File: src/design/alpt_pkg.sv
// alpt_pkg: shared types and constants for the audio level and pitch tracker.
// No dependencies; used by alpt_csu and audio_level_and_pitch_tracker_top.
package alpt_pkg;

  // Configuration register indexes
  localparam logic [1:0] RegBlockSize  = 2'd0;
  localparam logic [1:0] RegSampleRate = 2'd1;

  localparam int unsigned CfgIdxW = 2;
  localparam int unsigned CfgDatW = 18;

  // Field and state widths
  localparam int unsigned SampleW = 16;
  localparam int unsigned BlkW    = 11;
  localparam int unsigned RateW   = 18;
  localparam int unsigned SumW    = 40;
  localparam int unsigned LevelW  = 16;
  localparam int unsigned ToneW   = 20;

  // Shared multiplier operand widths
  localparam int unsigned MulAW = 20;
  localparam int unsigned MulBW = 18;
  localparam int unsigned ProdW = MulAW + MulBW;

  // Iterative compare-subtract unit
  localparam int unsigned OpW      = 40;
  localparam int unsigned WorkW    = OpW + 2;
  localparam int unsigned RemW     = 24;
  localparam int unsigned CntW     = 6;
  localparam int unsigned DivSteps  = OpW;
  localparam int unsigned RootSteps = WorkW / 2;

  // Reset values of the registers
  localparam logic [BlkW-1:0]  BlockSizeRst  = 11'd256;
  localparam logic [RateW-1:0] SampleRateRst = 18'd44100;

  // Smoothing coefficients, Q0.16; each pair sums to 1.0
  localparam logic [15:0] FastOld = 16'd58982;
  localparam logic [15:0] FastNew = 16'd6554;
  localparam logic [15:0] SlowOld = 16'd64881;
  localparam logic [15:0] SlowNew = 16'd655;

  localparam logic [ToneW-1:0] LevelMax = 20'h0FFFF;
  localparam logic [ToneW-1:0] ToneMax  = 20'hFFFFF;

  // Start request to the compare-subtract unit
  typedef struct packed {
    logic start;
    logic root;   // 1: square root of operand*4, 0: operand / divisor
  } csu_ctl_t;

endpackage

File: src/design/alpt_csu.sv
// alpt_csu: iterative compare-subtract unit, one quotient or root bit a cycle.
// Does restoring division by an 11-bit divisor and floor sqrt of operand*4.
// Depends on alpt_pkg.
module alpt_csu (
  input  logic                             clk_i,
  input  logic                             rst_ni,
  input  alpt_pkg::csu_ctl_t               ctl_i,
  input  logic [alpt_pkg::OpW-1:0]         op_i,
  input  logic [alpt_pkg::BlkW-1:0]        div_i,
  output logic                             done_o,
  output logic [alpt_pkg::OpW-1:0]         res_o
);

  logic                          busy_q, busy_d;
  logic                          done_q, done_d;
  logic                          root_q, root_d;
  logic [alpt_pkg::CntW-1:0]     cnt_q, cnt_d;
  logic [alpt_pkg::WorkW-1:0]    work_q, work_d;
  logic [alpt_pkg::RemW-1:0]     rem_q, rem_d;
  logic [alpt_pkg::OpW-1:0]      quo_q, quo_d;

  logic [alpt_pkg::RemW-1:0]     rem_sh;
  logic [alpt_pkg::RemW-1:0]     trial;
  logic [alpt_pkg::RemW:0]       diff;
  logic                          fits;

  // Shared shift / compare / subtract
  always_comb begin
    if (root_q) begin
      rem_sh = {rem_q[alpt_pkg::RemW-3:0], work_q[alpt_pkg::WorkW-1 -: 2]};
      trial  = {quo_q[alpt_pkg::RemW-3:0], 2'b01};
    end else begin
      rem_sh = {rem_q[alpt_pkg::RemW-2:0], work_q[alpt_pkg::WorkW-1]};
      trial  = alpt_pkg::RemW'(div_i);
    end
    diff = {1'b0, rem_sh} - {1'b0, trial};
    fits = !diff[alpt_pkg::RemW];
  end

  always_comb begin
    busy_d = busy_q;
    done_d = 1'b0;
    root_d = root_q;
    cnt_d  = cnt_q;
    work_d = work_q;
    rem_d  = rem_q;
    quo_d  = quo_q;
    if (!busy_q) begin
      if (ctl_i.start) begin
        busy_d = 1'b1;
        root_d = ctl_i.root;
        cnt_d  = ctl_i.root ? alpt_pkg::CntW'(alpt_pkg::RootSteps - 1)
                            : alpt_pkg::CntW'(alpt_pkg::DivSteps - 1);
        work_d = {op_i, 2'b00};
        rem_d  = '0;
        quo_d  = '0;
      end
    end else begin
      rem_d  = fits ? diff[alpt_pkg::RemW-1:0] : rem_sh;
      quo_d  = {quo_q[alpt_pkg::OpW-2:0], fits};
      work_d = root_q ? {work_q[alpt_pkg::WorkW-3:0], 2'b00}
                      : {work_q[alpt_pkg::WorkW-2:0], 1'b0};
      cnt_d  = cnt_q - 1'b1;
      if (cnt_q == '0) begin
        busy_d = 1'b0;
        done_d = 1'b1;
      end
    end
  end

  always_ff @(posedge clk_i or negedge rst_ni) begin
    if (!rst_ni) begin
      busy_q <= 1'b0;
      done_q <= 1'b0;
      root_q <= 1'b0;
      cnt_q  <= '0;
    end else begin
      busy_q <= busy_d;
      done_q <= done_d;
      root_q <= root_d;
      cnt_q  <= cnt_d;
    end
  end

  always_ff @(posedge clk_i) begin
    work_q <= work_d;
    rem_q  <= rem_d;
    quo_q  <= quo_d;
  end

  assign done_o = done_q;
  assign res_o  = quo_q;

endmodule

File: src/design/audio_level_and_pitch_tracker_top.sv
// audio_level_and_pitch_tracker_top: block rms and zero-crossing pitch with
// fast and slow exponential smoothing. Depends on alpt_pkg and alpt_csu.
//
//  channel | handshake               | word
//  --------+-------------------------+-----------------------------------------
//  in      | in_valid_i / in_stall_o | sample_i
//  out     | out_valid_o/out_stall_i | level_fast_o level_slow_o tone_fast_o
//          |                         | tone_slow_o
//  cfg     | cfg_valid_i/cfg_ready_o | cfg_index_i cfg_data_i
//
// A sample word is accepted, squared on the shared multiplier and added with
// saturation to the sum. The last sample of a block goes on to the mean
// (start, 40 divide steps, pickup), the 21-step root, the pitch (product,
// start, divide), smoothing of the four averages on the multiplier and the
// load of the output register once it is free.
// Reset (async, active low) clears the block state and all averages and
// loads block_size 256 and sample_rate 44100. in_stall_o is high whenever the
// sequencer is busy; at block end it also holds while the new result waits for
// the output register to be taken.
module audio_level_and_pitch_tracker_top #(
  parameter int unsigned MAX_BLOCK = 1024
) (
  input  logic                              clk_i,
  input  logic                              rst_ni,
  // sample input
  input  logic                              in_valid_i,
  output logic                              in_stall_o,
  input  logic signed [alpt_pkg::SampleW-1:0] sample_i,
  // result output
  output logic                              out_valid_o,
  input  logic                              out_stall_i,
  output logic [alpt_pkg::LevelW-1:0]       level_fast_o,
  output logic [alpt_pkg::LevelW-1:0]       level_slow_o,
  output logic [alpt_pkg::ToneW-1:0]        tone_fast_o,
  output logic [alpt_pkg::ToneW-1:0]        tone_slow_o,
  // register writes
  input  logic                              cfg_valid_i,
  output logic                              cfg_ready_o,
  input  logic [alpt_pkg::CfgIdxW-1:0]      cfg_index_i,
  input  logic [alpt_pkg::CfgDatW-1:0]      cfg_data_i
);

  localparam int unsigned StW = 4;
  localparam logic [StW-1:0] StIdle  = 4'd0;
  localparam logic [StW-1:0] StSq    = 4'd1;
  localparam logic [StW-1:0] StAcc   = 4'd2;
  localparam logic [StW-1:0] StMean  = 4'd3;
  localparam logic [StW-1:0] StMeanW = 4'd4;
  localparam logic [StW-1:0] StRootW = 4'd5;
  localparam logic [StW-1:0] StTMul  = 4'd6;
  localparam logic [StW-1:0] StTDiv  = 4'd7;
  localparam logic [StW-1:0] StTDivW = 4'd8;
  localparam logic [StW-1:0] StSmA   = 4'd9;
  localparam logic [StW-1:0] StSmB   = 4'd10;
  localparam logic [StW-1:0] StSmC   = 4'd11;
  localparam logic [StW-1:0] StOut   = 4'd12;

  localparam int unsigned SumAddW = alpt_pkg::ProdW;

  // config
  logic [alpt_pkg::BlkW-1:0]  block_size_q;
  logic [alpt_pkg::RateW-1:0] sample_rate_q;

  // sequencer and block state
  logic [StW-1:0]               state_q, state_d;
  logic [alpt_pkg::SumW-1:0]    sum_q, sum_d;
  logic [alpt_pkg::BlkW-1:0]    seen_q, seen_d;
  logic [alpt_pkg::BlkW-1:0]    cross_q, cross_d;
  logic                         prior_pos_q, prior_pos_d;
  logic [alpt_pkg::SampleW-1:0] mag_q, mag_d;
  logic [1:0]                   sm_q, sm_d;

  // averages
  logic [alpt_pkg::LevelW-1:0]  lvl_fast_q, lvl_fast_d;
  logic [alpt_pkg::LevelW-1:0]  lvl_slow_q, lvl_slow_d;
  logic [alpt_pkg::ToneW-1:0]   tone_fast_q, tone_fast_d;
  logic [alpt_pkg::ToneW-1:0]   tone_slow_q, tone_slow_d;

  // block results
  logic [alpt_pkg::LevelW-1:0]  rms_q, rms_d;
  logic [alpt_pkg::ToneW-1:0]   tone_q, tone_d;

  // output register
  logic                         out_valid_q, out_valid_d;
  logic [alpt_pkg::LevelW-1:0]  out_lf_q, out_ls_q;
  logic [alpt_pkg::ToneW-1:0]   out_tf_q, out_ts_q;
  logic                         out_load;

  // shared multiplier
  logic [alpt_pkg::MulAW-1:0]   mul_a;
  logic [alpt_pkg::MulBW-1:0]   mul_b;
  logic [alpt_pkg::ProdW-1:0]   prod_q, prod_d;
  logic [alpt_pkg::ProdW-1:0]   part_q, part_d;

  // compare-subtract unit
  alpt_pkg::csu_ctl_t           csu_ctl;
  logic [alpt_pkg::OpW-1:0]     csu_op;
  logic                         csu_done;
  logic [alpt_pkg::OpW-1:0]     csu_res;

  logic [alpt_pkg::BlkW-1:0]    n_eff;
  logic                         in_acc;
  logic                         pos;
  logic [alpt_pkg::SumW:0]      sum_add;
  logic [alpt_pkg::OpW-1:0]     tone_num;
  logic [alpt_pkg::ToneW-1:0]   sm_acc, sm_x, sm_top;
  logic [15:0]                  coef_old, coef_new;
  logic [SumAddW:0]             sm_sum;
  logic [SumAddW-16:0]          sm_t;
  logic [alpt_pkg::ToneW-1:0]   sm_res;

  // ---------------------------------------------------------------------
  // Register writes: always accepted; user must write only when the block is idle.
  // ---------------------------------------------------------------------
  assign cfg_ready_o = 1'b1;

  always_ff @(posedge clk_i or negedge rst_ni) begin
    if (!rst_ni) begin
      block_size_q  <= alpt_pkg::BlockSizeRst;
      sample_rate_q <= alpt_pkg::SampleRateRst;
    end else if (cfg_valid_i) begin
      case (cfg_index_i)
        alpt_pkg::RegBlockSize:  block_size_q  <= cfg_data_i[alpt_pkg::BlkW-1:0];
        alpt_pkg::RegSampleRate: sample_rate_q <= cfg_data_i[alpt_pkg::RateW-1:0];
        default: ;
      endcase
    end
  end

  // Effective block length: zero means 1, clamp to MAX_BLOCK.
  always_comb begin
    if (block_size_q == '0) begin
      n_eff = alpt_pkg::BlkW'(1);
    end else if (32'(block_size_q) > MAX_BLOCK) begin
      n_eff = alpt_pkg::BlkW'(MAX_BLOCK);
    end else begin
      n_eff = block_size_q;
    end
  end

  // ---------------------------------------------------------------------
  // Input side
  // ---------------------------------------------------------------------
  assign in_stall_o = (state_q != StIdle);
  assign in_acc     = in_valid_i && !in_stall_o;
  // zero counts as not positive
  assign pos        = (sample_i != '0) && !sample_i[alpt_pkg::SampleW-1];

  // ---------------------------------------------------------------------
  // Shared multiplier operand select
  // ---------------------------------------------------------------------
  always_comb begin
    case (sm_q)
      2'd0: begin
        sm_acc = alpt_pkg::ToneW'(lvl_fast_q);
        sm_x   = alpt_pkg::ToneW'(rms_q);
      end
      2'd1: begin
        sm_acc = alpt_pkg::ToneW'(lvl_slow_q);
        sm_x   = alpt_pkg::ToneW'(rms_q);
      end
      2'd2: begin
        sm_acc = tone_fast_q;
        sm_x   = tone_q;
      end
      default: begin
        sm_acc = tone_slow_q;
        sm_x   = tone_q;
      end
    endcase
    coef_old = sm_q[0] ? alpt_pkg::SlowOld : alpt_pkg::FastOld;
    coef_new = sm_q[0] ? alpt_pkg::SlowNew : alpt_pkg::FastNew;
    sm_top   = sm_q[1] ? alpt_pkg::ToneMax : alpt_pkg::LevelMax;
  end

  always_comb begin
    case (state_q)
      StSq: begin
        mul_a = alpt_pkg::MulAW'(mag_q);
        mul_b = alpt_pkg::MulBW'(mag_q);
      end
      StTMul: begin
        mul_a = alpt_pkg::MulAW'(cross_q);
        mul_b = sample_rate_q;
      end
      StSmA: begin
        mul_a = sm_acc;
        mul_b = alpt_pkg::MulBW'(coef_old);
      end
      StSmB: begin
        mul_a = sm_x;
        mul_b = alpt_pkg::MulBW'(coef_new);
      end
      default: begin
        mul_a = '0;
        mul_b = '0;
      end
    endcase
    prod_d = alpt_pkg::ProdW'(mul_a) * alpt_pkg::ProdW'(mul_b);
  end

  // saturating square accumulate (a square is at most 2^30)
  assign sum_add  = {1'b0, sum_q} + (alpt_pkg::SumW + 1)'(prod_q[31:0]);
  // crossings*rate*8 + floor(N/2); crossings*rate fits 29 bits
  assign tone_num = alpt_pkg::OpW'({prod_q[28:0], 3'b000})
                  + alpt_pkg::OpW'(n_eff[alpt_pkg::BlkW-1:1]);

  // (a*acc + b*x + 0.5) >> 16, saturated to the average's width
  assign sm_sum = {1'b0, part_q} + {1'b0, prod_q} + (SumAddW + 1)'(32768);
  assign sm_t   = sm_sum[SumAddW:16];
  assign sm_res = (sm_t > (SumAddW - 15)'(sm_top)) ? sm_top : sm_t[alpt_pkg::ToneW-1:0];

  assign out_load = (state_q == StOut) && (!out_valid_q || !out_stall_i);

  // ---------------------------------------------------------------------
  // Sequencer
  // ---------------------------------------------------------------------
  always_comb begin
    state_d     = state_q;
    sum_d       = sum_q;
    seen_d      = seen_q;
    cross_d     = cross_q;
    prior_pos_d = prior_pos_q;
    mag_d       = mag_q;
    sm_d        = sm_q;
    lvl_fast_d  = lvl_fast_q;
    lvl_slow_d  = lvl_slow_q;
    tone_fast_d = tone_fast_q;
    tone_slow_d = tone_slow_q;
    rms_d       = rms_q;
    tone_d      = tone_q;
    part_d      = part_q;
    csu_ctl     = '0;
    csu_op      = sum_q;

    case (state_q)
      StIdle: begin
        if (in_acc) begin
          mag_d       = sample_i[alpt_pkg::SampleW-1] ? alpt_pkg::SampleW'(-sample_i)
                                                      : alpt_pkg::SampleW'(sample_i);
          if (pos != prior_pos_q) begin
            cross_d = cross_q + 1'b1;
          end
          prior_pos_d = pos;
          seen_d      = seen_q + 1'b1;
          state_d     = StSq;
        end
      end
      StSq: begin
        state_d = StAcc;
      end
      StAcc: begin
        sum_d   = sum_add[alpt_pkg::SumW] ? '1 : sum_add[alpt_pkg::SumW-1:0];
        state_d = (seen_q >= n_eff) ? StMean : StIdle;
      end
      StMean: begin
        csu_ctl.start = 1'b1;
        csu_op        = sum_q;
        state_d       = StMeanW;
      end
      StMeanW: begin
        if (csu_done) begin
          csu_ctl.start = 1'b1;
          csu_ctl.root  = 1'b1;
          csu_op        = csu_res;
          state_d       = StRootW;
        end
      end
      StRootW: begin
        if (csu_done) begin
          rms_d   = (|csu_res[alpt_pkg::OpW-1:alpt_pkg::LevelW]) ? '1
                  : csu_res[alpt_pkg::LevelW-1:0];
          state_d = StTMul;
        end
      end
      StTMul: begin
        state_d = StTDiv;
      end
      StTDiv: begin
        csu_ctl.start = 1'b1;
        csu_op        = tone_num;
        state_d       = StTDivW;
      end
      StTDivW: begin
        if (csu_done) begin
          tone_d  = (|csu_res[alpt_pkg::OpW-1:alpt_pkg::ToneW]) ? '1
                  : csu_res[alpt_pkg::ToneW-1:0];
          sum_d   = '0;
          seen_d  = '0;
          cross_d = '0;
          sm_d    = 2'd0;
          state_d = StSmA;
        end
      end
      StSmA: begin
        state_d = StSmB;
      end
      StSmB: begin
        part_d  = prod_q;
        state_d = StSmC;
      end
      StSmC: begin
        case (sm_q)
          2'd0:    lvl_fast_d  = sm_res[alpt_pkg::LevelW-1:0];
          2'd1:    lvl_slow_d  = sm_res[alpt_pkg::LevelW-1:0];
          2'd2:    tone_fast_d = sm_res;
          default: tone_slow_d = sm_res;
        endcase
        sm_d    = sm_q + 1'b1;
        state_d = (sm_q == 2'd3) ? StOut : StSmA;
      end
      StOut: begin
        if (out_load) begin
          state_d = StIdle;
        end
      end
      default: begin
        state_d = StIdle;
      end
    endcase
  end

  always_ff @(posedge clk_i or negedge rst_ni) begin
    if (!rst_ni) begin
      state_q     <= StIdle;
      sum_q       <= '0;
      seen_q      <= '0;
      cross_q     <= '0;
      prior_pos_q <= 1'b0;
      sm_q        <= '0;
      lvl_fast_q  <= '0;
      lvl_slow_q  <= '0;
      tone_fast_q <= '0;
      tone_slow_q <= '0;
      out_valid_q <= 1'b0;
    end else begin
      state_q     <= state_d;
      sum_q       <= sum_d;
      seen_q      <= seen_d;
      cross_q     <= cross_d;
      prior_pos_q <= prior_pos_d;
      sm_q        <= sm_d;
      lvl_fast_q  <= lvl_fast_d;
      lvl_slow_q  <= lvl_slow_d;
      tone_fast_q <= tone_fast_d;
      tone_slow_q <= tone_slow_d;
      out_valid_q <= out_valid_d;
    end
  end

  always_ff @(posedge clk_i) begin
    mag_q  <= mag_d;
    prod_q <= prod_d;
    part_q <= part_d;
    rms_q  <= rms_d;
    tone_q <= tone_d;
  end

  // ---------------------------------------------------------------------
  // Output register: loaded only when empty or being taken
  // ---------------------------------------------------------------------
  assign out_valid_d = out_load || (out_valid_q && out_stall_i);

  always_ff @(posedge clk_i) begin
    if (out_load) begin
      out_lf_q <= lvl_fast_q;
      out_ls_q <= lvl_slow_q;
      out_tf_q <= tone_fast_q;
      out_ts_q <= tone_slow_q;
    end
  end

  assign out_valid_o  = out_valid_q;
  assign level_fast_o = out_lf_q;
  assign level_slow_o = out_ls_q;
  assign tone_fast_o  = out_tf_q;
  assign tone_slow_o  = out_ts_q;

  alpt_csu u_csu (
    .clk_i  (clk_i),
    .rst_ni (rst_ni),
    .ctl_i  (csu_ctl),
    .op_i   (csu_op),
    .div_i  (n_eff),
    .done_o (csu_done),
    .res_o  (csu_res)
  );

endmodule
File: config.mk
export PLATFORM = sky130hd
export DESIGN_NAME = audio_level_and_pitch_tracker_top
export DESIGN_NICKNAME = d
export VERILOG_FILES = /design/src/design/alpt_pkg.sv /design/src/design/alpt_csu.sv /design/src/design/audio_level_and_pitch_tracker_top.sv
export SDC_FILE = /design/constraint.sdc
export NUM_CORES = 2
export LEC_CHECK = 0
export ABC_AREA = 0
export BUFFER_PORTS_ARGS = -buffer_cell sky130_fd_sc_hd__clkbuf_2
export CELL_PAD_IN_SITES_DETAIL_PLACEMENT = 0
export CELL_PAD_IN_SITES_GLOBAL_PLACEMENT = 2
export CORE_ASPECT_RATIO = 1.2
export CORE_UTILIZATION = 45
export CTS_CLUSTER_DIAMETER = 80
export DETAILED_ROUTE_END_ITERATION = 7
export GPL_ROUTABILITY_DRIVEN = 0
export GPL_TIMING_DRIVEN = 0
export HOLD_SLACK_MARGIN = 0.1
export PLACE_DENSITY_LB_ADDON = 0.1
export SLEW_MARGIN = 15
export SYNTH_ARGS = -nofsm -noshare
export SYNTH_HDL_FRONTEND = slang
export SYNTH_HIERARCHICAL = 1
export SYNTH_SLANG_ARGS = --single-unit
File: constraint.sdc
create_clock -name clk_i -period 15.42 [get_ports clk_i]
set_clock_uncertainty 0.15 [all_clocks]
set_input_delay 1.542 -clock clk_i [delete_from_list [all_inputs] [get_ports clk_i]]
set_output_delay 1.542 -clock clk_i [all_outputs]
set_load 0.02 [all_outputs]
==> results.yml <==
outcome:
  outcome: "finished, final reports clean"
yosys:
  synth-warning-count: 6
  synth_edf_count: 265
  yosysMostFrequentCell: "inv_1"
  synthTopCellsByCount: "inv_1, nand2_1, nor2_1, fa_1, ha_1"
  synth_top_family_by_area: "adder cells"
  synthXorXnorAreaFrac_pct: 3.547
  ys_async_sr_fraction_pct: 37.27
  syn_inst: 3865
  synth_area_leaders: "edfxtp_1, fa_1, dfrtp_1"
  synth_mux_area_share_pct: 3.917
  synthAdderAreaFrac_pct: 24.39
  synth-simple-area-share_pct: 13.99
  synth-seq-area-share_pct: 35.02
  synth_area_leader_cell: "edfxtp_1"
  ys_seq_elements: 483
  synth_compound_area_share_pct: 13.00
  synthesis.area_sq_mm: 0.03778
  synth_ff_type: "edfxtp_1"
  synth_top_area_share_pct: 21.06
  avgSynthCellArea_sq_um: 9.776
  synth.lib_cells_used.distinct: 91
routing:
  final_antenna_net_count: 0
  dr.pass1.iters: 6
  drc_errors: 0
  post_drt_wl_per_cell_um: 23.26
  vias: 28970
  vias_per_cell: 5.537
  dr.first_iter.drc_count: 2097
  drt_wl_total_um: 121700
global_route:
  grt_pass1_wl_um: 183600
  grt_pass1_vias: 29520
  grt_usage_pct: 28.78
  grt_max_degree: 89
  antenna_found_initial: 0
  overflow: 0
final_layout:
  n_fill_cell: 8005
  fin_nets: 4669
  num_antenna_cells: 0
  syn2layout_area_growth_pct: 11.41
  drive_above_1_share_pct: 9.025
  final_cell_area_sq_mm: 0.04210
timing:
  slew_headroom_pct: 10.81
  finalHoldViolations: 0
  fin_crit_sh_pct: 70.50
  finalWorstPathRequiredPeriod_ns: 10.87
  fmax_mhz: 91.99
  slew_viol_final: 0
  tns_ns: 0
  setup_viol: 0
  tightestPinTransition_ns: 1.324
  rsz0062_at_grt: "no"
place:
  postPlaceCellArea_sq_mm: 0.04015
  hpwl_um: 97250
  portBuffers: 113
clock_network:
  cts.htree.levels: 2
  root_buffer: "clkbuf_16"
  cts.clk_slew.worst_paths_ns: 0.06
  cts_buffer_depth: 3
  cts_repair_resize_count: 0
  cts_tree: "yes"
  cts_buffers: 53
  clk_latency_ns: 0.66
  cts_sinks: 483
  cts_setup_buffers: 0
  cts_hold_buffers: 0
floorplan:
  core-area_sq_mm: 0.08331
  io_pins: 116
  start_util_pct: 45.35
  fp.dieW_um: 266.5
  design.die.area_sq_mm: 0.08513
  fp.dieH_um: 319.4
  rows: 116
critical_path:
  timing.critical_path.mode_cell: "fa_1"
  crit_buf_inv: 8
  crit_fanout: 10
  rrSetupSlack_ns: 4.55
  setup.worst_path.end_class: "register"
  required_ns: 15.79
  crit_path_start_kind: "register"
  critical_path.max_stage_delay_ns: 1.01
  cp_top_family: "adder cells"
  arrival_ns: 11.24
  slowest_stage: "o21ai_0"
  crit_type: "register to register"
job:
  max_cap_violations: 0
power:
  p_per_area_mw_per_mm2: 75.00
  worst_ir_drop_vdd_v: 0.0001027
  p_leak_uw: 0.01807
worst_hold_path:
  hp-class: "register to register"
-- state kept, by name (all words and copies together), names as in the netlist, 18 cells and up --
| name | flops |
|---|---|
| tone_slow_q | 20 |
| sum_q | 40 |
| sample_rate_q | 18 |
| prod_q | 38 |
| tone_fast_o | 20 |
| tone_fast_q | 20 |
| tone_q | 20 |
| u_csu/res_o | 40 |
| tone_slow_o | 20 |
| u_csu/work_q | 40 |
| u_csu/rem_q | 23 |
| part_q | 38 |
-- placed cells by master (no fill, tap or decap), types with 43 or more instances in the layout --
cell type  count
edfxtp_1     265
clkbuf_1     143
clkbuf_2     113
dfrtp_1      173
xor2_1        63
fa_1         291
nand2_1      428
a21oi_1      197
nor2_1       372
mux2_2        55
nand3_1       62
nor2b_1       43
o21ai_0      138
ha_1         271
inv_1        429
clkbuf_16     55
mux2i_1       86
a31oi_1       94
and2_1        54
xnor2_1       90
-- metal layers --
layer / share of wire, % / vias to the layer above / GRT usage [%]
met2: 50 / 591 / 50.67
met4: 3.9 / 0 / 10.08
met5: 0 / - / 0
met1: 42 / 14570 / 36.54
met3: 3.7 / 178 / 2.918
li1: - / 13630 / -
-- stage by stage --
step                setup WS (ns)  hold WS (ns)  total power (uW)  utilization [%]  cells
floorplan                   6.601        0.2648              1662                -   3882
global placement            3.699        0.2801              1773            47.79   5116
detailed placement          4.681        0.2748              1777            48.19   5131
CTS                         4.599        0.2865              3181            50.52   5231
global route                4.130        0.2960              3269            50.53   5232
finish                      4.549        0.2900              3157            50.53   5232
-- kinds of logic (layout without fill, tap and decap cells) --
| family | after synthesis | count (layout) |
|---|---|---|
| mux | 141 | 141 |
| flops | 483 | 483 |
| xor+xnor | 153 | 153 |
| fa+ha+maj | 562 | 562 |
| compound gates | 748 | 748 |
| other cells | 2 | 19 |
| simple gates | 1176 | 1176 |
| buf+inv | 600 | 829 |
-- worst paths after layout --
kind	startpoint	end	cells past startpoint
worst max-delay path	sm_q[0]	prod_q[35]	29
min in group asynchronous	rst_ni	tone_slow_q[18]	1
worst max register to register	sm_q[0]	prod_q[35]	29
worst min register to register	prod_q[32]	part_q[32]	0
max in group asynchronous	rst_ni	lvl_slow_q[3]	3
worst min-delay path	prod_q[32]	part_q[32]	0
-- layout make-up --
class | count | area (sq um) | share of cell area (%)
flip-flops and latches | 483 | 13230 | 31.43
multi-input cells | 2799 | 22400 | 53.20
well taps | 1121 | 1403 | 3.332
clock buffers | 67 | 1451 | 3.448
plain buffers | 169 | 693.2 | 1.647
inverters | 431 | 1623 | 3.855
repair buffers | 129 | 814.5 | 1.935
clock inverters | 33 | 483.0 | 1.147
-- power breakdown --
part | internal [uW] | switching [uW] | total [uW]
sequential | 1380 | 24.8 | 1400
combinational | 135 | 216 | 351
clock | 816 | 588 | 1400
No activity file was read; power rests on OpenSTA's default activity.
